File: config.mk
export PLATFORM = sky130hd
export DESIGN_NAME = crc_framed_response_parser
export DESIGN_NICKNAME = d
export VERILOG_FILES = /design/src/design/cfrp_pkg.sv /design/src/design/cfrp_in_stage.sv /design/src/design/cfrp_parser.sv /design/src/design/cfrp_out_stage.sv /design/src/design/crc_framed_response_parser.sv
export SDC_FILE = /design/constraint.sdc
export NUM_CORES = 1
export LEC_CHECK = 0
export BUFFER_PORTS_ARGS = -buffer_cell sky130_fd_sc_hd__buf_4
export CAP_MARGIN = 5
export CORE_MARGIN = 2
export CORE_UTILIZATION = 33
export CTS_BUF_LIST = sky130_fd_sc_hd__clkbuf_16
export DETAILED_ROUTE_END_ITERATION = 10
export HOLD_SLACK_MARGIN = 0.02
export SLEW_MARGIN = 30
export SYNTH_ARGS = -nofsm -noshare
export SYNTH_HDL_FRONTEND = slang
export SYNTH_SLANG_ARGS = --single-unit
File: constraint.sdc
create_clock -name clk_i -period 7.85 [get_ports clk_i]
set_input_delay 1.1775 -clock clk_i [delete_from_list [all_inputs] [get_ports clk_i]]
set_output_delay 1.1775 -clock clk_i [all_outputs]
set_load 0.02 [all_outputs]
File: src/design/cfrp_pkg.sv
// types, constants and crc function for the framed response parser
package cfrp_pkg;

  localparam logic [15:0] CrcPoly       = 16'h1021;
  localparam logic [7:0]  StartByteRst  = 8'd46;
  localparam logic [8:0]  LenZeroMeans  = 9'd256;

  localparam logic [8:0]  PosWait       = 9'd0;
  localparam logic [8:0]  PosCommand    = 9'd1;
  localparam logic [8:0]  PosAddrHi     = 9'd2;
  localparam logic [8:0]  PosAddrLo     = 9'd3;
  localparam logic [8:0]  PosLength     = 9'd4;
  localparam logic [8:0]  PosPayload    = 9'd5;

  typedef enum logic [1:0] {
    KIND_PAYLOAD   = 2'd0,
    KIND_FRAME_OK  = 2'd1,
    KIND_CRC_BAD   = 2'd2,
    KIND_BAD_START = 2'd3
  } result_kind_e;

  typedef struct packed {
    logic [7:0] rx_byte;
    logic       abandon;
  } item_t;

  typedef struct packed {
    result_kind_e kind;
    logic [7:0]   payload_byte;
    logic [7:0]   payload_index;
    logic [7:0]   command;
    logic [15:0]  address;
    logic [8:0]   param_count;
    logic [7:0]   ack_code;
    logic [15:0]  received_checksum;
    logic [15:0]  computed_checksum;
  } result_t;

  // crc16 xmodem, one byte, msb first
  function automatic logic [15:0] crc16_step(logic [15:0] crc, logic [7:0] b);
    logic [15:0] c;
    c = crc ^ {b, 8'h00};
    for (int i = 0; i < 8; i++) begin
      c = c[15] ? ({c[14:0], 1'b0} ^ CrcPoly) : {c[14:0], 1'b0};
    end
    return c;
  endfunction

endpackage

File: src/design/cfrp_in_stage.sv
// input register stage for received bytes
module cfrp_in_stage (
  input  logic            clk_i,
  input  logic            rst_ni,
  input  logic            in_valid_i,
  output logic            in_ready_o,
  input  cfrp_pkg::item_t in_item_i,
  input  logic            advance_i,
  output logic            item_valid_o,
  output cfrp_pkg::item_t item_o
);

  logic            valid_q, valid_d;
  cfrp_pkg::item_t item_q;

  assign in_ready_o = !valid_q || advance_i;
  assign valid_d    = in_ready_o ? in_valid_i : valid_q;

  always_ff @(posedge clk_i or negedge rst_ni) begin
    if (!rst_ni) begin
      valid_q <= 1'b0;
    end else begin
      valid_q <= valid_d;
    end
  end

  always_ff @(posedge clk_i) begin
    if (in_ready_o && in_valid_i) begin
      item_q <= in_item_i;
    end
  end

  assign item_valid_o = valid_q;
  assign item_o       = item_q;

endmodule

File: src/design/cfrp_parser.sv
// frame position tracking, crc update and result forming
module cfrp_parser (
  input  logic              clk_i,
  input  logic              rst_ni,
  input  logic              cfg_we_i,
  input  logic [7:0]        cfg_wdata_i,
  input  logic              item_valid_i,
  input  cfrp_pkg::item_t   item_i,
  input  logic              advance_i,
  output logic              res_valid_o,
  output cfrp_pkg::result_t res_o
);

  logic [7:0]  start_q;
  logic [8:0]  pos_q, pos_d;
  logic [8:0]  total_q, total_d;
  logic [15:0] crc_q, crc_d;
  logic [7:0]  cmd_q, cmd_d;
  logic [15:0] addr_q, addr_d;
  logic [7:0]  ack_q, ack_d;
  logic [15:0] cks_q, cks_d;

  logic        fire;
  logic [7:0]  b;
  logic [8:0]  pos_eff;
  logic [15:0] crc_eff;
  logic [15:0] crc_next;
  logic [8:0]  ack_pos;
  logic [8:0]  idx_full;
  logic [15:0] cks_full;
  logic        hit;

  assign fire     = item_valid_i && advance_i;
  assign b        = item_i.rx_byte;
  assign pos_eff  = item_i.abandon ? cfrp_pkg::PosWait : pos_q;
  assign crc_eff  = item_i.abandon ? 16'h0000 : crc_q;
  assign crc_next = cfrp_pkg::crc16_step(crc_eff, b);
  assign ack_pos  = total_q + cfrp_pkg::PosPayload;
  assign idx_full = pos_eff - cfrp_pkg::PosPayload;
  assign cks_full = {cks_q[15:8], b};

  always_comb begin
    pos_d   = pos_eff;
    crc_d   = crc_eff;
    total_d = total_q;
    cmd_d   = cmd_q;
    addr_d  = addr_q;
    ack_d   = ack_q;
    cks_d   = cks_q;
    hit     = 1'b0;
    res_o   = '0;
    if (pos_eff == cfrp_pkg::PosWait) begin
      if (b != start_q) begin
        hit        = 1'b1;
        res_o.kind = cfrp_pkg::KIND_BAD_START;
      end else begin
        crc_d = crc_next;
        pos_d = cfrp_pkg::PosCommand;
      end
    end else if (pos_eff == cfrp_pkg::PosCommand) begin
      cmd_d = b;
      crc_d = crc_next;
      pos_d = pos_eff + 9'd1;
    end else if (pos_eff == cfrp_pkg::PosAddrHi) begin
      addr_d = {b, 8'h00};
      crc_d  = crc_next;
      pos_d  = pos_eff + 9'd1;
    end else if (pos_eff == cfrp_pkg::PosAddrLo) begin
      addr_d = {addr_q[15:8], b};
      crc_d  = crc_next;
      pos_d  = pos_eff + 9'd1;
    end else if (pos_eff == cfrp_pkg::PosLength) begin
      total_d = (b == 8'h00) ? cfrp_pkg::LenZeroMeans : {1'b0, b};
      crc_d   = crc_next;
      pos_d   = pos_eff + 9'd1;
    end else if (pos_eff < ack_pos) begin
      hit                 = 1'b1;
      res_o.kind          = cfrp_pkg::KIND_PAYLOAD;
      res_o.payload_byte  = b;
      res_o.payload_index = idx_full[7:0];
      crc_d               = crc_next;
      pos_d               = pos_eff + 9'd1;
    end else if (pos_eff == ack_pos) begin
      ack_d = b;
      crc_d = crc_next;
      pos_d = pos_eff + 9'd1;
    end else if (pos_eff == ack_pos + 9'd1) begin
      cks_d = {b, 8'h00};
      pos_d = pos_eff + 9'd1;
    end else begin
      cks_d                   = cks_full;
      hit                     = 1'b1;
      res_o.kind              = (cks_full == crc_eff) ? cfrp_pkg::KIND_FRAME_OK
                                                      : cfrp_pkg::KIND_CRC_BAD;
      res_o.command           = cmd_q;
      res_o.address           = addr_q;
      res_o.param_count       = total_q;
      res_o.ack_code          = ack_q;
      res_o.received_checksum = cks_full;
      res_o.computed_checksum = crc_eff;
      pos_d                   = cfrp_pkg::PosWait;
      crc_d                   = 16'h0000;
    end
  end

  assign res_valid_o = item_valid_i && hit;

  always_ff @(posedge clk_i or negedge rst_ni) begin
    if (!rst_ni) begin
      start_q <= cfrp_pkg::StartByteRst;
      pos_q   <= cfrp_pkg::PosWait;
      total_q <= '0;
      crc_q   <= '0;
      cmd_q   <= '0;
      addr_q  <= '0;
      ack_q   <= '0;
      cks_q   <= '0;
    end else begin
      if (cfg_we_i) begin
        start_q <= cfg_wdata_i;
      end
      if (fire) begin
        pos_q   <= pos_d;
        total_q <= total_d;
        crc_q   <= crc_d;
        cmd_q   <= cmd_d;
        addr_q  <= addr_d;
        ack_q   <= ack_d;
        cks_q   <= cks_d;
      end
    end
  end

endmodule

File: src/design/cfrp_out_stage.sv
// result register with downstream handshake
module cfrp_out_stage (
  input  logic              clk_i,
  input  logic              rst_ni,
  input  logic              res_valid_i,
  input  cfrp_pkg::result_t res_i,
  output logic              advance_o,
  output logic              out_valid_o,
  input  logic              out_ready_i,
  output cfrp_pkg::result_t res_o
);

  logic              valid_q, valid_d;
  cfrp_pkg::result_t res_q;

  assign advance_o = !valid_q || out_ready_i;
  assign valid_d   = advance_o ? res_valid_i : valid_q;

  always_ff @(posedge clk_i or negedge rst_ni) begin
    if (!rst_ni) begin
      valid_q <= 1'b0;
    end else begin
      valid_q <= valid_d;
    end
  end

  always_ff @(posedge clk_i) begin
    if (advance_o && res_valid_i) begin
      res_q <= res_i;
    end
  end

  assign out_valid_o = valid_q;
  assign res_o       = res_q;

endmodule

File: src/design/crc_framed_response_parser.sv
// top level of the length-prefixed crc16 framed response parser
// Takes one received byte per cycle while results drain, and gives at most
// one result per byte: a payload byte with its index, a frame summary with
// the checksum verdict, or a bad start byte report. A byte passes an input
// register, then the parsing logic (including the unrolled eight-bit
// CRC16-XMODEM update) into the result register, and a new byte is taken
// every cycle while results are drained. Setting abandon_i throws away any
// partial frame before that byte is parsed. The start byte value is to be
// written through cfg_we_i/cfg_wdata_i while the block is idle; the block
// itself does not enforce this. It resets to 46.
module crc_framed_response_parser (
  input  logic        clk_i,
  input  logic        rst_ni,
  input  logic        cfg_we_i,
  input  logic [7:0]  cfg_wdata_i,
  input  logic        in_valid_i,
  output logic        in_ready_o,
  input  logic [7:0]  rx_byte_i,
  input  logic        abandon_i,
  output logic        out_valid_o,
  input  logic        out_ready_i,
  output logic [1:0]  result_kind_o,
  output logic [7:0]  payload_byte_o,
  output logic [7:0]  payload_index_o,
  output logic [7:0]  command_o,
  output logic [15:0] address_o,
  output logic [8:0]  param_count_o,
  output logic [7:0]  ack_code_o,
  output logic [15:0] received_checksum_o,
  output logic [15:0] computed_checksum_o
);

  cfrp_pkg::item_t   in_item;
  cfrp_pkg::item_t   item;
  cfrp_pkg::result_t res;
  cfrp_pkg::result_t out_res;
  logic              item_valid;
  logic              res_valid;
  logic              advance;

  assign in_item.rx_byte = rx_byte_i;
  assign in_item.abandon = abandon_i;

  cfrp_in_stage u_in_stage (
    .clk_i        (clk_i),
    .rst_ni       (rst_ni),
    .in_valid_i   (in_valid_i),
    .in_ready_o   (in_ready_o),
    .in_item_i    (in_item),
    .advance_i    (advance),
    .item_valid_o (item_valid),
    .item_o       (item)
  );

  cfrp_parser u_parser (
    .clk_i        (clk_i),
    .rst_ni       (rst_ni),
    .cfg_we_i     (cfg_we_i),
    .cfg_wdata_i  (cfg_wdata_i),
    .item_valid_i (item_valid),
    .item_i       (item),
    .advance_i    (advance),
    .res_valid_o  (res_valid),
    .res_o        (res)
  );

  cfrp_out_stage u_out_stage (
    .clk_i       (clk_i),
    .rst_ni      (rst_ni),
    .res_valid_i (res_valid),
    .res_i       (res),
    .advance_o   (advance),
    .out_valid_o (out_valid_o),
    .out_ready_i (out_ready_i),
    .res_o       (out_res)
  );

  assign result_kind_o       = out_res.kind;
  assign payload_byte_o      = out_res.payload_byte;
  assign payload_index_o     = out_res.payload_index;
  assign command_o           = out_res.command;
  assign address_o           = out_res.address;
  assign param_count_o       = out_res.param_count;
  assign ack_code_o          = out_res.ack_code;
  assign received_checksum_o = out_res.received_checksum;
  assign computed_checksum_o = out_res.computed_checksum;

endmodule

==> results of run 1 <==
[stage by stage]
stage                     setup WS, ns  cell area [um2]  util, %
after floorplan                  0.404             9380        -
after global placement            3.46            10500     37.9
after detailed placement          3.33            10500     37.9
after CTS                         3.31            11100     40.0
after global routing              2.98            11100     40.0
final                             3.34            11100     40.0
[cell type report]
type	count	share of cell area [%]
flip-flops and latches	184	45.9
multi-input cells	554	35.8
clock buffers	17	3.82
repair buffers	119	8.14
clock inverters	15	1.41
inverters	20	0.675
well taps	378	4.25
[worst max-delay path: cells and delay by family, from the launching register on]
| family | cells | cell delay [ns] |
|---|---|---|
| AO/OA/AOI/OAI | 4 | 1.29 |
| adder cells (fa/ha/maj) | 1 | 0.27 |
| buffers and inverters | 4 | 1.31 |
| flip-flops | 1 | 0.37 |
| AND/OR/NAND/NOR | 4 | 0.88 |
[logic make-up (layout without fill, tap and decap cells)]
group	Yosys count	in the layout	share of synthesized area, %
mux	51	51	6.42
compound gates	134	134	10.7
fa+ha+maj	16	16	2.14
xor+xnor	70	70	7.06
flops	184	184	54.5
simple gates	283	283	16.0
buf+inv	73	171	3.22
[cell usage in the layout, fill, tap and decap left out, types with 16 or more instances in the layout]
cell,netlist,layout
a21oi_1,20,19
and2_1,59,59
and3_1,22,22
buf_4,1,118
clkbuf_16,0,17
dfrtp_1,80,80
edfxtp_1,100,100
ha_1,16,16
inv_1,17,18
mux2_2,41,41
nand2_1,54,54
nor2_1,60,60
nor3_1,19,19
o21ai_0,19,19
xnor2_1,55,55
[per-layer routing]
layer	vias up	track usage [%]	share of wire, %	wire (um)
met5	-	0	0	0
met3	17	3.30	5.4	1290
met4	0	3.95	1.2	294
met1	3282	22.6	47	11200
li1	3100	-	-	-
met2	216	25.2	46	11000
[path summary, 6_finish.rpt]
check,startpoint,end,cells after the start
worst min register to register,u_parser.addr_q[10],u_parser.addr_q[10],1
worst max register to register,u_in_stage.item_o[0],u_out_stage.res_o[85],13
min in group asynchronous,rst_ni,u_parser.cmd_q[6],1
max in group asynchronous,rst_ni,u_parser.total_q[8],2
worst min-delay path,u_parser.addr_q[10],u_parser.addr_q[10],1
worst max-delay path,u_in_stage.item_o[0],u_out_stage.res_o[85],13
[state kept, by name, summed over array words and instances, names as in the netlist]
| signal | flops |
|---|---|
| u_out_stage.res_o | 91 |
| u_parser.addr_q | 16 |
| u_parser.crc_q | 16 |
| u_in_stage.item_o | 9 |
| u_parser.pos_q | 9 |
| u_parser.total_q | 9 |
| u_parser.ack_q | 8 |
| u_parser.cks_q | 8 |
| u_parser.cmd_q | 8 |
| u_parser.start_q | 8 |
| u_in_stage.item_valid_o | 1 |
| u_out_stage.out_valid_o | 1 |
[cell usage after synthesis, types with 9 or more instances]
cell       number
edfxtp_1      100
dfrtp_1        80
nor2_1         60
and2_1         59
xnor2_1        55
nand2_1        54
mux2_2         41
clkbuf_1       38
and3_1         22
a21oi_1        20
nor3_1         19
o21ai_0        19
inv_1          17
ha_1           16
a31oi_1        14
buf_2          12
nand3_1        11
nor2b_1        11
o2bb2ai_1      11
xor2_1         11
o32ai_1         9
[power by group through the flow]
stage	registers, mW	clock network (mW)	logic, mW
global route	1.52	0.913	1.06
CTS	1.49	0.868	0.990
global placement	1.51	0	0.974
finish	1.49	0.847	0.985
floorplan	1.61	0	0.506
detailed placement	1.51	0	0.987
==> impl_metrics.ini, run 1 <==
[run_status]
status = finished clean

[global_route]
grt_pass1_wl_um = 37400
antenna_found_initial = 0
grt_pass1_vias = 6418
grt_max_degree = 71
grt_usage_pct = 16.0
grt.overflow.total = 0

[floorplan]
dieHeight_um = 173
rows = 61
core_mm2 = 0.0279
fp.dieW_um = 173
start_util_pct = 33.7
dieArea_mm2 = 0.0298
top_level_ports = 115

[power]
peakVddDrop_mv = 0.149
clock_power_share_pct = 25.5
p_total_mw = 3.32
p_switching_mw = 1.18
p_int_mw = 2.14
switching_share_pct = 35.6
p_per_area_mw_per_mm2 = 298
p_leak_nw = 4.60
p_seq_share_pct = 44.8
pwr-share-comb_pct = 29.7

[timing]
timing.final.crit_share_pct = 57.5
max_freq_mhz = 222
clock_skew_ns = 0.00881
worstMarginPinSlew_ns = 0.930
holdWs_ns = 0.498
fin_tns_setup_ns = 0
rsz0062_at_grt = false
setup_viol = 0
drv_slew = 0
hold_viol_final = 0
maxSlewHeadroom_pct = 37.8
fin_crit_ns = 4.51

[logic_synthesis]
synth_edf_count = 100
synth_nets = 849
ys_seq_area_share_pct = 54.5
syn-cell-area_mm2 = 0.00938
synth_cell_types = 75
synth_top_area_share_pct = 32.0
avgSynthCellArea_um2 = 11.6
syn-instance-count = 811
yosys_most_used_dff = edfxtp_1
yosys_warnings = 0
yosysTopAreaCell = edfxtp_1
synth-seq-cells = 184
synthTopCellsByArea = edfxtp_1 (32%), dfrtp_1 (21%), xnor2_1 (5.1%), mux2_2 (4.9%), and2_1 (3.9%)
async_reset_ff_share_pct = 45.7

[worst_setup_path]
slowest_delay_ns = 0.78
crit_path_max_fanout = 70
end_kind = flip-flop
crit_top_cell = o21ai_0
arrival_ns = 4.61
crit_path_start_kind = flip-flop
critical_path_required_ns = 7.95
slowest_stage = a21oi_4
reg2reg_slack_ns = 3.34
critical_path_class = flip-flop to flip-flop
path_cells = buf_4 -> inv_2 -> nand2_1 -> inv_1 -> ha_1 -> nor2b_1 -> o21ai_0 -> a21oi_1 -> o21ai_0 -> and2_1 -> nor2_1 -> a21oi_4 -> buf_12

[min_path]
hold_class = flip-flop to flip-flop

[layout]
stdcell_count = 1287
final.fill_count = 2692
layout-drive-gt1-share_pct = 24.3
multi_input_area_mm2 = 0.00398
fin_nets = 934
syn_to_final_growth_pct = 18.7
n_antenna_cell = 0
ff_latch_area_mm2 = 0.00511

[clock_tree]
postCtsHoldBufs = 0
cts_tree = yes
cts_buffer_depth = 2
ctsResizeCount = 0
postCtsSetupBuffers = 0
root_buffer = clkbuf_16
clk_latency_ns = 0.44
clkTransAtPathRegs_ns = 0.08
cts_max_level = 4
numCtsBuffers = 17
clock-sinks = 184

[routing]
routed_wl_um = 23800
first_iter_violations = 595
num_vias = 6615
drtPass1Iterations = 6
detail-route-antenna-nets = 0
drc_errors = 0
wl_per_cell_um = 18.5
drt-vias-per-instance = 5.14

[placed_design]
port_buffers = 114
place_hpwl_um = 16000
place_inst = 1255
gp_congestion = 0.896

[flow_run]
max_cap_viol_count = 0
Power figures use the tool's default switching activity.
==> inputs of run 2 (changes only) <==
==> constraint.sdc (replaced) <==
create_clock -name clk_i -period 4.1 [get_ports clk_i]
set_input_delay 0.615 -clock clk_i [delete_from_list [all_inputs] [get_ports clk_i]]
set_output_delay 0.615 -clock clk_i [all_outputs]
set_load 0.02 [all_outputs]
==> impl_metrics.ini, run 2 (synthesized netlist as in run 1, its figures left out) <==
[run_status]
status = finished clean

[worst_setup_path]
arrival_ns = 3.98
critical_path_class = flip-flop to flip-flop
crit_path_start_kind = flip-flop
critical_path_required_ns = 4.42
end_kind = flip-flop
crit_path_max_fanout = 10

[floorplan]
top_level_ports = 115
dieArea_mm2 = 0.0298
rows = 61
core_mm2 = 0.0279
dieHeight_um = 173
start_util_pct = 33.7
fp.dieW_um = 173

[clock_tree]
clk_latency_ns = 0.43
postCtsHoldBufs = 0
clkTransAtPathRegs_ns = 0.08
root_buffer = clkbuf_16
numCtsBuffers = 17
clock-sinks = 184
cts_max_level = 4
postCtsSetupBuffers = 0
cts_tree = yes
ctsResizeCount = 0
cts_buffer_depth = 2

[layout]
final.fill_count = 2673
n_antenna_cell = 0
fin_nets = 962
design_area_mm2 = 0.0114
final_common_cell = buf_4
syn_to_final_growth_pct = 21.4
most-common-layout-cells = buf_4 (144), edfxtp_1 (100), dfrtp_1 (79), nor2_1 (59), and2_1 (58)
layout-drive-gt1-share_pct = 27.4
largest_reg_flops = 91

[power]
p_leak_nw = 4.75
p_per_area_mw_per_mm2 = 571
peakVddDrop_mv = 0.227

[timing]
fin_crit_ns = 3.67
worstMarginPinSlew_ns = 0.924
clock_skew_ns = 0.00983
setup_viol = 0
hold_viol_final = 0
drv_slew = 0
timing.final.ws_setup_ns = 0.434
max_freq_mhz = 273
fin_tns_setup_ns = 0
timing.final.crit_share_pct = 89.4
maxSlewHeadroom_pct = 38.4
rsz0062_at_grt = false

[global_route]
grt_pass1_wl_um = 38400
grt_max_degree = 69
grt_pass1_vias = 6400
antenna_found_initial = 0
grt.overflow.total = 0
grt_usage_pct = 16.6

[routing]
num_vias = 6658
drtPass1Iterations = 5
first_iter_violations = 615
drt-vias-per-instance = 5.06
routed_wl_um = 24700
drc_errors = 0
detail-route-antenna-nets = 0
wl_per_cell_um = 18.8

[placed_design]
place_hpwl_um = 16600
placed_cell_area_mm2 = 0.0108
dp_slack_ns = 0.206
port_buffers = 114
gp_congestion = 0.909

[flow_run]
max_cap_viol_count = 0

[min_path]
hold_class = primary input to asynchronous set/reset pin
run 2: worst max-delay path, cell delays in order (launching register included):
cell and delay (ns):
dfrtp_1 0.52, inv_1 0.16, ha_1 0.40, or2_2 0.33
a31oi_1 0.20, xnor2_1 0.24, o2111a_1 0.24, and4b_1 0.28
nand3_1 0.16, or3_1 0.62, mux2_4 0.38
run 2: power by group:
part	total [mW]	leakage, nW	internal [mW]	switching (mW)
Clock	1.66	0.280	0.863	0.795
Combinational	2.01	2.37	0.855	1.15
Sequential	2.84	2.10	2.50	0.339
run 2: metal layers:
layer  wire length (um)  share of wire (%)  up-vias  track usage [%]
li1                   -                  -     3168                -
met1              12000                 49     3252             24.2
met2              11200                 45      222             25.6
met3               1390                5.6       16             2.92
met4                189               0.76        0             3.92
met5                  0                  0        -                0
run 2: layout make-up:
cell class,count,area [um2],area share [%]
multi-input combinational,554,4020,35.3
sequential,184,5110,44.9
inverter,20,75.1,0.659
clock inverter,15,156,1.37
clock buffer,17,425,3.74
timing repair buffer,147,1130,9.90
tap,378,473,4.15
run 2: worst paths after layout:
check | depth (start not counted) | to | startpoint | slack [ns]
worst min-delay path | 1 | u_parser.cmd_q[1] | rst_ni | 0.20
min in group clk_i | 1 | u_in_stage.item_o[1] | rx_byte_i[0] | 0.36
worst min register to register | 1 | u_parser.cmd_q[0] | u_parser.cmd_q[0] | 0.50
worst max register to register | 10 | u_parser.cks_q[14] | u_parser.total_q[0] | 0.43
max in group asynchronous | 2 | u_parser.addr_q[7] | rst_ni | 3.22
worst max-delay path | 10 | u_parser.cks_q[14] | u_parser.total_q[0] | 0.43
run 2: through the flow:
step	std cells	utilization [%]	hold WS [ns]	total power [mW]
after floorplan	811	-	0.319	4.04
after CTS	1314	40.8	0.343	6.56
final	1315	40.9	0.202	6.50
after global placement	1282	38.7	0.480	4.86
after detailed placement	1282	38.7	0.487	4.89
after global routing	1315	40.9	0.245	6.83
